## config.mk

```make
export PLATFORM = sky130hd
export DESIGN_NAME = stable_min_priority_queue_flat
export DESIGN_NICKNAME = d
export VERILOG_FILES = /design/src/design/smpq_pkg.sv /design/src/design/smpq_if.sv /design/src/design/stable_min_priority_queue.sv /design/src/design/smpq_cell.sv /design/src/flat_wrapper.sv
export SDC_FILE = /design/constraint.sdc
export NUM_CORES = 2
export LEC_CHECK = 0
export BUFFER_PORTS_ARGS = -buffer_cell sky130_fd_sc_hd__buf_2
export CAP_MARGIN = 20
export CORE_UTILIZATION = 35
export CTS_BUF_LIST = sky130_fd_sc_hd__clkbuf_8 sky130_fd_sc_hd__clkbuf_16
export CTS_CLUSTER_SIZE = 28
export DETAILED_ROUTE_END_ITERATION = 7
export PLACE_DENSITY = 0.59
export SYNTH_ARGS = -nofsm -noshare
export SYNTH_HDL_FRONTEND = slang
export SYNTH_SLANG_ARGS = --single-unit
export TNS_END_PERCENT = 20
```

## constraint.sdc

```tcl
create_clock -name clk -period 6.8 [get_ports clk]
set_input_delay 0.68 -clock clk [delete_from_list [all_inputs] [get_ports clk]]
set_output_delay 0.68 -clock clk [all_outputs]
set_load 0.03 [all_outputs]
```

## src/design/smpq_pkg.sv

```systemverilog
`default_nettype none

package smpq_pkg;

    // Default sizes of the queue.
    localparam int DEPTH_DEF      = 16;
    localparam int DATA_WIDTH_DEF = 32;
    localparam int PRIO_WIDTH_DEF = 16;

    // Command codes carried on the request channel.
    localparam logic CMD_INSERT = 1'b0;
    localparam logic CMD_REMOVE = 1'b1;

    // Status codes carried on the response channel.
    localparam logic [1:0] ST_INSERTED = 2'd0;
    localparam logic [1:0] ST_REMOVED  = 2'd1;
    localparam logic [1:0] ST_EMPTY    = 2'd2;
    localparam logic [1:0] ST_FULL     = 2'd3;

    // Shift control broadcast from the top level to every cell.
    typedef struct packed {
        logic ins;
        logic rem;
    } smpq_ctl_t;

endpackage

`default_nettype wire

```

## src/design/smpq_if.sv

```systemverilog
`default_nettype none

// Request channel: one beat is one insert or remove command.
interface smpq_req_if #(
    parameter int DW = 32,
    parameter int PW = 16
) ();
    logic                 valid;
    logic                 ready;
    logic                 cmd;
    logic signed [DW-1:0] in_data;
    logic signed [PW-1:0] in_priority;

    modport source (output valid, cmd, in_data, in_priority, input ready);
    modport sink   (input valid, cmd, in_data, in_priority, output ready);
endinterface

// Response channel: one beat per accepted command.
interface smpq_rsp_if #(
    parameter int DW = 32,
    parameter int PW = 16,
    parameter int CW = 5
) ();
    logic                 valid;
    logic                 ready;
    logic [1:0]           status;
    logic signed [DW-1:0] out_data;
    logic signed [PW-1:0] out_priority;
    logic [CW-1:0]        occupancy;

    modport source (output valid, status, out_data, out_priority, occupancy, input ready);
    modport sink   (input valid, status, out_data, out_priority, occupancy, output ready);
endinterface

`default_nettype wire

```

## src/design/stable_min_priority_queue.sv

```systemverilog
// Stable minimum priority queue built as a row of DEPTH cells kept sorted by
// ascending signed priority, the lowest at cell 0. Every cell compares its
// priority with an incoming entry at once, so an insert or a remove updates
// every cell together. Entries of equal priority leave in arrival order. Each
// request gives exactly one response beat, held in a single output register:
// the request side is ready whenever that register is empty or is being read
// in the same cycle, so with the response side always ready the rate is one
// beat per cycle, and each response appears in the cycle after its request.
// A remove from an empty queue reports empty; an insert into a full queue
// is dropped and reports full. Data and priority of a response are zero
// unless it reports a removal.
`default_nettype none

module stable_min_priority_queue #(
    parameter int DEPTH      = smpq_pkg::DEPTH_DEF,
    parameter int DATA_WIDTH = smpq_pkg::DATA_WIDTH_DEF,
    parameter int PRIO_WIDTH = smpq_pkg::PRIO_WIDTH_DEF
) (
    input  wire        clk,
    input  wire        rst_n,
    smpq_req_if.sink   req,
    smpq_rsp_if.source rsp
);
    import smpq_pkg::*;

    localparam int CNT_W = $clog2(DEPTH + 1);

    logic [CNT_W-1:0] count_reg, count_next;
    logic             rsp_valid_reg, rsp_valid_next;
    logic [1:0]       status_reg;
    logic signed [DATA_WIDTH-1:0] rdata_reg;
    logic signed [PRIO_WIDTH-1:0] rprio_reg;
    logic [CNT_W-1:0] occ_reg;

    logic       accept;
    logic       full;
    logic       empty;
    smpq_ctl_t  ctl;
    logic [1:0] status_next;

    logic [DEPTH-1:0]             gt;
    logic [DEPTH-1:0]             occupied;
    logic [DEPTH-1:0]             prev_gt;
    logic signed [DATA_WIDTH-1:0] cell_data [DEPTH];
    logic signed [PRIO_WIDTH-1:0] cell_prio [DEPTH];
    logic signed [DATA_WIDTH-1:0] prev_data [DEPTH];
    logic signed [PRIO_WIDTH-1:0] prev_prio [DEPTH];
    logic signed [DATA_WIDTH-1:0] next_data [DEPTH];
    logic signed [PRIO_WIDTH-1:0] next_prio [DEPTH];

    // Handshake and queue state decode.
    assign req.ready = !rsp_valid_reg || rsp.ready;
    assign accept    = req.valid && req.ready;
    assign full      = (count_reg == CNT_W'(DEPTH));
    assign empty     = (count_reg == '0);
    assign ctl.ins   = accept && (req.cmd == CMD_INSERT) && !full;
    assign ctl.rem   = accept && (req.cmd == CMD_REMOVE) && !empty;

    // Neighbor wiring of the cell row; the ends see the request or themselves.
    genvar i;
    generate
        for (i = 0; i < DEPTH; i++)
        begin : g_cell
            assign occupied[i] = (CNT_W'(i) < count_reg);

            if (i == 0)
            begin : g_head
                assign prev_gt[i]   = 1'b0;
                assign prev_data[i] = req.in_data;
                assign prev_prio[i] = req.in_priority;
            end
            else
            begin : g_body
                assign prev_gt[i]   = gt[i-1];
                assign prev_data[i] = cell_data[i-1];
                assign prev_prio[i] = cell_prio[i-1];
            end

            if (i == DEPTH - 1)
            begin : g_tail
                assign next_data[i] = cell_data[i];
                assign next_prio[i] = cell_prio[i];
            end
            else
            begin : g_mid
                assign next_data[i] = cell_data[i+1];
                assign next_prio[i] = cell_prio[i+1];
            end

            smpq_cell #(
                .DATA_WIDTH (DATA_WIDTH),
                .PRIO_WIDTH (PRIO_WIDTH)
            ) u_cell (
                .clk       (clk),
                .ctl       (ctl),
                .occupied  (occupied[i]),
                .new_data  (req.in_data),
                .new_prio  (req.in_priority),
                .prev_gt   (prev_gt[i]),
                .prev_data (prev_data[i]),
                .prev_prio (prev_prio[i]),
                .next_data (next_data[i]),
                .next_prio (next_prio[i]),
                .gt        (gt[i]),
                .data      (cell_data[i]),
                .prio      (cell_prio[i])
            );
        end
    endgenerate

    // Occupancy and status of the accepted beat.
    always_comb
    begin
        count_next  = count_reg;
        status_next = ST_INSERTED;
        if (ctl.ins)
        begin
            count_next = count_reg + CNT_W'(1);
        end
        else if (ctl.rem)
        begin
            count_next = count_reg - CNT_W'(1);
        end

        case (req.cmd)
            CMD_INSERT: status_next = full ? ST_FULL : ST_INSERTED;
            CMD_REMOVE: status_next = empty ? ST_EMPTY : ST_REMOVED;
            default:    status_next = ST_INSERTED;
        endcase
    end

    assign rsp_valid_next = accept || (rsp_valid_reg && !rsp.ready);

    // Control state.
    always_ff @(posedge clk or negedge rst_n)
    begin
        if (!rst_n)
        begin
            count_reg     <= '0;
            rsp_valid_reg <= 1'b0;
        end
        else
        begin
            count_reg     <= count_next;
            rsp_valid_reg <= rsp_valid_next;
        end
    end

    // Response payload, loaded on each accepted beat.
    always_ff @(posedge clk)
    begin
        if (accept)
        begin
            status_reg <= status_next;
            occ_reg    <= count_next;
            rdata_reg  <= ctl.rem ? cell_data[0] : '0;
            rprio_reg  <= ctl.rem ? cell_prio[0] : '0;
        end
    end

    assign rsp.valid        = rsp_valid_reg;
    assign rsp.status       = status_reg;
    assign rsp.out_data     = rdata_reg;
    assign rsp.out_priority = rprio_reg;
    assign rsp.occupancy    = occ_reg;

    // The stored count never passes the number of cells.
    a_count_bound: assert property (@(posedge clk) disable iff (!rst_n)
        count_reg <= CNT_W'(DEPTH))
        else $error("entry count above depth");

    // An empty report leaves nothing stored and carries no entry.
    a_empty_rsp: assert property (@(posedge clk) disable iff (!rst_n)
        rsp_valid_reg && (status_reg == ST_EMPTY) |->
            (occ_reg == '0) && (rdata_reg == '0) && (rprio_reg == '0))
        else $error("empty response with stored entries or data");

    // A dropped insert only happens when every cell is in use.
    a_full_rsp: assert property (@(posedge clk) disable iff (!rst_n)
        rsp_valid_reg && (status_reg == ST_FULL) |-> (occ_reg == CNT_W'(DEPTH)))
        else $error("full response below depth");

    // The count changes only on an accepted beat; the code moves it by one at most.
    a_count_step: assert property (@(posedge clk) disable iff (!rst_n)
        !accept |=> $stable(count_reg))
        else $error("entry count changed without a request beat");

endmodule

`default_nettype wire

```

## src/design/smpq_cell.sv

```systemverilog
`default_nettype none

module smpq_cell #(
    parameter int DATA_WIDTH = 32,
    parameter int PRIO_WIDTH = 16
) (
    input  wire                          clk,
    input  wire smpq_pkg::smpq_ctl_t     ctl,
    input  wire                          occupied,
    input  wire signed [DATA_WIDTH-1:0]  new_data,
    input  wire signed [PRIO_WIDTH-1:0]  new_prio,
    input  wire                          prev_gt,
    input  wire signed [DATA_WIDTH-1:0]  prev_data,
    input  wire signed [PRIO_WIDTH-1:0]  prev_prio,
    input  wire signed [DATA_WIDTH-1:0]  next_data,
    input  wire signed [PRIO_WIDTH-1:0]  next_prio,
    output logic                         gt,
    output logic signed [DATA_WIDTH-1:0] data,
    output logic signed [PRIO_WIDTH-1:0] prio
);
    import smpq_pkg::*;

    logic signed [DATA_WIDTH-1:0] data_reg, data_next;
    logic signed [PRIO_WIDTH-1:0] prio_reg, prio_next;

    // The new entry goes ahead of this cell when the cell is free or holds a
    // strictly higher priority; equal priorities stay ahead of the new entry.
    assign gt = !occupied || (prio_reg > new_prio);

    // An insert shifts the cells at and after the insertion point back by one;
    // the first such cell takes the new entry. A remove shifts all forward.
    always_comb
    begin
        data_next = data_reg;
        prio_next = prio_reg;
        if (ctl.ins && gt)
        begin
            if (prev_gt)
            begin
                data_next = prev_data;
                prio_next = prev_prio;
            end
            else
            begin
                data_next = new_data;
                prio_next = new_prio;
            end
        end
        else if (ctl.rem)
        begin
            data_next = next_data;
            prio_next = next_prio;
        end
    end

    always_ff @(posedge clk)
    begin
        data_reg <= data_next;
        prio_reg <= prio_next;
    end

    assign data = data_reg;
    assign prio = prio_reg;

endmodule

`default_nettype wire
```

## src/flat_wrapper.sv

```systemverilog
// flat-port wrapper written by rule: the top's interface ports become plain ports
module stable_min_priority_queue_flat import smpq_pkg::*;
#(
    parameter int DEPTH      = smpq_pkg::DEPTH_DEF,
    parameter int DATA_WIDTH = smpq_pkg::DATA_WIDTH_DEF,
    parameter int PRIO_WIDTH = smpq_pkg::PRIO_WIDTH_DEF
)
  (clk, rst_n, req_valid, req_cmd, req_in_data, req_in_priority, req_ready, rsp_valid, rsp_status, rsp_out_data, rsp_out_priority, rsp_occupancy, rsp_ready);
  smpq_req_if req_i ();
  smpq_rsp_if rsp_i ();
  input  wire clk;
  input  wire rst_n;
  input wire logic [$bits(req_i.valid)-1:0] req_valid;
  input wire logic [$bits(req_i.cmd)-1:0] req_cmd;
  input wire logic [$bits(req_i.in_data)-1:0] req_in_data;
  input wire logic [$bits(req_i.in_priority)-1:0] req_in_priority;
  output wire logic [$bits(req_i.ready)-1:0] req_ready;
  output wire logic [$bits(rsp_i.valid)-1:0] rsp_valid;
  output wire logic [$bits(rsp_i.status)-1:0] rsp_status;
  output wire logic [$bits(rsp_i.out_data)-1:0] rsp_out_data;
  output wire logic [$bits(rsp_i.out_priority)-1:0] rsp_out_priority;
  output wire logic [$bits(rsp_i.occupancy)-1:0] rsp_occupancy;
  input wire logic [$bits(rsp_i.ready)-1:0] rsp_ready;
  assign req_i.valid = req_valid;
  assign req_i.cmd = req_cmd;
  assign req_i.in_data = req_in_data;
  assign req_i.in_priority = req_in_priority;
  assign req_ready = req_i.ready;
  assign rsp_valid = rsp_i.valid;
  assign rsp_status = rsp_i.status;
  assign rsp_out_data = rsp_i.out_data;
  assign rsp_out_priority = rsp_i.out_priority;
  assign rsp_occupancy = rsp_i.occupancy;
  assign rsp_i.ready = rsp_ready;
  stable_min_priority_queue #(.DEPTH(DEPTH), .DATA_WIDTH(DATA_WIDTH), .PRIO_WIDTH(PRIO_WIDTH)) u_core (.clk(clk), .rst_n(rst_n), .req(req_i), .rsp(rsp_i));
endmodule
```

==> flow_metrics.env <==
export IMPL_cp_cell_sequence="inv_1 > ha_1 > nand4bb_1 > nand4b_1 > a311o_1 > a31o_2 > nand2_4 > buf_4 > a31oi_1"
export IMPL_yosys_area_share_simple_pct=14.10
export IMPL_min_period_ns=4.823
export IMPL_ant_nets=0
export IMPL_vdd_drop_max_mv=0.2154
export IMPL_vias=44350
export IMPL_p_per_area_nw_per_um2=328.5
export IMPL_r2r_cells=9
export IMPL_ys_warn_count=0
export IMPL_ctsResizeCount=0
export IMPL_area_growth_pct=10.05
export IMPL_cts_made_buffers=95
export IMPL_total_power_mw=20.22
export IMPL_cpPeakStageDelay_ns=0.85
export IMPL_root_buffer="clkbuf_16"
export IMPL_relSlewSlack_pct=21.11
export IMPL_die_x_microns=401.8
export IMPL_initial_core_util_pct=35.28
export IMPL_synth_nets=5686
export IMPL_seqPwrFrac_pct=36.8
export IMPL_grt_pass1_wl_mm=283.2
export IMPL_fin_skew_ns=0.03873
export IMPL_async_reset_ff_share_pct=0.7238
export IMPL_switching_power_mw=7.698
export IMPL_core_area_sq_um=158600
export IMPL_die_h_microns=401.8
export IMPL_dieArea_sq_um=161400
export IMPL_track_usage_pct=22.98
export IMPL_synth_top_area_share_pct=44.18
export IMPL_synth_cell_types=72
export IMPL_p_int_mw=12.53
export IMPL_hold_class="in -> reg"
export IMPL_muxShareOfSynthArea_pct=19.49
export IMPL_rows=146
export IMPL_nFillCells=15360
export IMPL_synth_compound_area_share_pct=11.43
export IMPL_min_period_over_period_pct=70.93
export IMPL_slowest_stage="nand4b_1"
export IMPL_final_layout_size_suffix_gt1_share_pct=15.85
export IMPL_p_clk_share_pct=25.7
export IMPL_grt_start_max_net_pins=98
export IMPL_critPathKind="reg -> reg"
export IMPL_worst_endpoint_arrival_ns=5.28
export IMPL_route_detailed_drc=0
export IMPL_ys_seq_area_share_pct=44.44
export IMPL_antenna_found_initial=3
export IMPL_hold_violations=0
export IMPL_synth_top_cell_by_area="edfxtp_1"
export IMPL_clkSinkCount=829
export IMPL_nNetsFinal=5495
export IMPL_max_cap_viol_count=0
export IMPL_grt_pass1_vias=43130
export IMPL_cts_clk_slew_worst_paths_ns=0.06
export IMPL_rsz0062_at_grt="false"
export IMPL_viasPerCell=6.047
export IMPL_netlist_area_sq_um=55940
export IMPL_drt_total_wl_mm=191.8
export IMPL_synth_xor_area_share_pct=0.09393
export IMPL_worstSkewPairLatency_ns=0.75
export IMPL_ctsHoldBuffers=1
export IMPL_largest_reg_flops=512
export IMPL_power_frac_comb_pct=37.5
export IMPL_cp_num_buf_inv=2
export IMPL_htree_levels=3
export IMPL_outcome="completed"
export IMPL_post_cts_buffers=0
export IMPL_slew_violations=0
export IMPL_start_kind="register"
export IMPL_cts_tree="yes"
export IMPL_synthAdderAreaFrac_pct=5.793
export IMPL_routedWlPerCell_microns=26.15
export IMPL_ios=110
export IMPL_place_congestion=0.9688
export IMPL_worstPathRequired_ns=7.25
export IMPL_netlist_instances=5374
export IMPL_critPathTopFamily="simple AND/OR/NAND/NOR gates"
export IMPL_r2r_setup_slack_ns=1.98
export IMPL_setup_viol=0
export IMPL_drt_first_iter_violations=4324
export IMPL_synth_edff_count=823
export IMPL_hold_slack_ns=0.2047
export IMPL_p_leak_nw=23.37
export IMPL_fmax_mhz=207.3
export IMPL_finalSetupTns_ns=0
export IMPL_synth_top_flop_cell="edfxtp_1"
export IMPL_hold_depth=2
export IMPL_synth_area_top_cells="edfxtp_1 (44%), mux2i_1 (12%), mux2_2 (7.9%)"
export IMPL_switching_share_pct=38.07
export IMPL_clk_path_buf_depth=3
export IMPL_worst_pin_slew_ns=1.182
export IMPL_cp_max_fo=62
export IMPL_path_depth=9
export IMPL_overflow=0
export IMPL_synth_top_family_by_area="multiplexers"
export IMPL_port_buffer_count=109
export IMPL_endpoint_kind="register"
export IMPL_dp_hpwl_mm=122.5
export IMPL_syn_avg_cell_area_sq_um=10.41
export IMPL_synth_seq_cells=829
export IMPL_dr_pass1_iters=6
[path summary, 6_finish.rpt]
check	start	endpoint
max reg2reg	u_core.count_reg[1]	u_core.g_cell[2].u_cell.prio[10]
max	u_core.count_reg[1]	u_core.g_cell[2].u_cell.prio[10]
max in group asynchronous	rst_n	u_core.rsp.valid
min	req_valid	u_core.rsp.valid
min reg2reg	u_core.g_cell[0].u_cell.data[2]	u_core.rsp.out_data[2]
min in group asynchronous	rst_n	u_core.count_reg[2]
[cell usage in the layout, fill, tap and decap left out, drive strengths merged, types with 56 or more instances in the layout]
master	netlist	layout
a31oi	105	105
nor3	56	56
mux2i	647	647
a2111oi	115	115
a21oi	289	289
inv	108	136
mux2	393	393
edfxtp	823	823
nand2	327	327
nand2b	150	150
ha	259	259
nand4	94	94
buf	140	236
o21ai	335	335
nor2	326	326
nand3	360	360
nand3b	100	100
clkbuf	385	95
[logic make-up after synthesis]
family / Yosys count
adders and majority gates: 259
xor gates and xnor gates: 6
AOI/OAI and AO/OA: 1035
muxes: 1040
and+or+nand+nor: 1572
buffers and inverters: 633
DFF: 829
[cells in the mapped netlist (all sizes together) (3+ instances only)]
library cell  number
o22ai              8
nand2b           150
or3               50
nor3b              3
or2               10
a2111o            32
and4               6
buf              140
a2111oi          115
o21ai            335
nand3            360
nor4b              4
nor4               4
xnor2              5
o21a              11
nand4b             3
a211oi            14
or4                7
clkbuf           385
a21o              27
mux2             393
a21oi            289
inv              108
edfxtp           823
nor2b             19
ha               259
nand2            327
nand4             94
nand3b           100
o211ai            17
and2              50
nor3              56
nor2             326
a31oi            105
dfrtp              6
mux2i            647
o31ai             51
a31o               3
[metrics by stage]
step | utilization, % | cells | setup WS (ns) | cell area, sq um
finish | 38.83 | 7334 | 1.977 | 61570
global placement | 36.90 | 7157 | 1.477 | 58510
floorplan | - | 5374 | 0.1527 | 55940
CTS | 38.83 | 7333 | 2.085 | 61560
detailed placement | 36.90 | 7157 | 1.404 | 58510
global route | 38.83 | 7333 | 1.876 | 61560
[power by group through the flow]
| stage | Clock, mW | Sequential [mW] | Combinational (mW) |
|---|---|---|---|
| 2_1_floorplan | 0 | 7.29 | 5.29 |
| 3_3_place_gp | 0 | 7.50 | 7.28 |
| 3_5_place_dp | 0 | 7.51 | 7.46 |
| 4_1_cts | 5.28 | 7.41 | 7.47 |
| 5_1_grt | 5.46 | 7.50 | 8.13 |
| 6_report | 5.19 | 7.44 | 7.59 |
[final cells by class]
class,instances,area (sq um),share of cell area [%]
antenna,1,2.502,0.004065
clock inverter,80,661.9,1.075
sequential,829,24860,40.39
clock buffer,95,2377,3.861
multi-input combinational,3912,28950,47.03
tap,2072,2592,4.211
inverter,108,406.6,0.6605
timing repair buffer,237,1709,2.776
[layer usage]
layer  track usage [%]  vias up  part of all wire (%)
li1                  -    19870                     -
met1             31.51    22220                    44
met2             36.45     1899                    45
met3             3.005      361                   6.9
met4             9.555        0                   4.0
met5                 0        -                     0
Power figures use the tool's default switching activity.
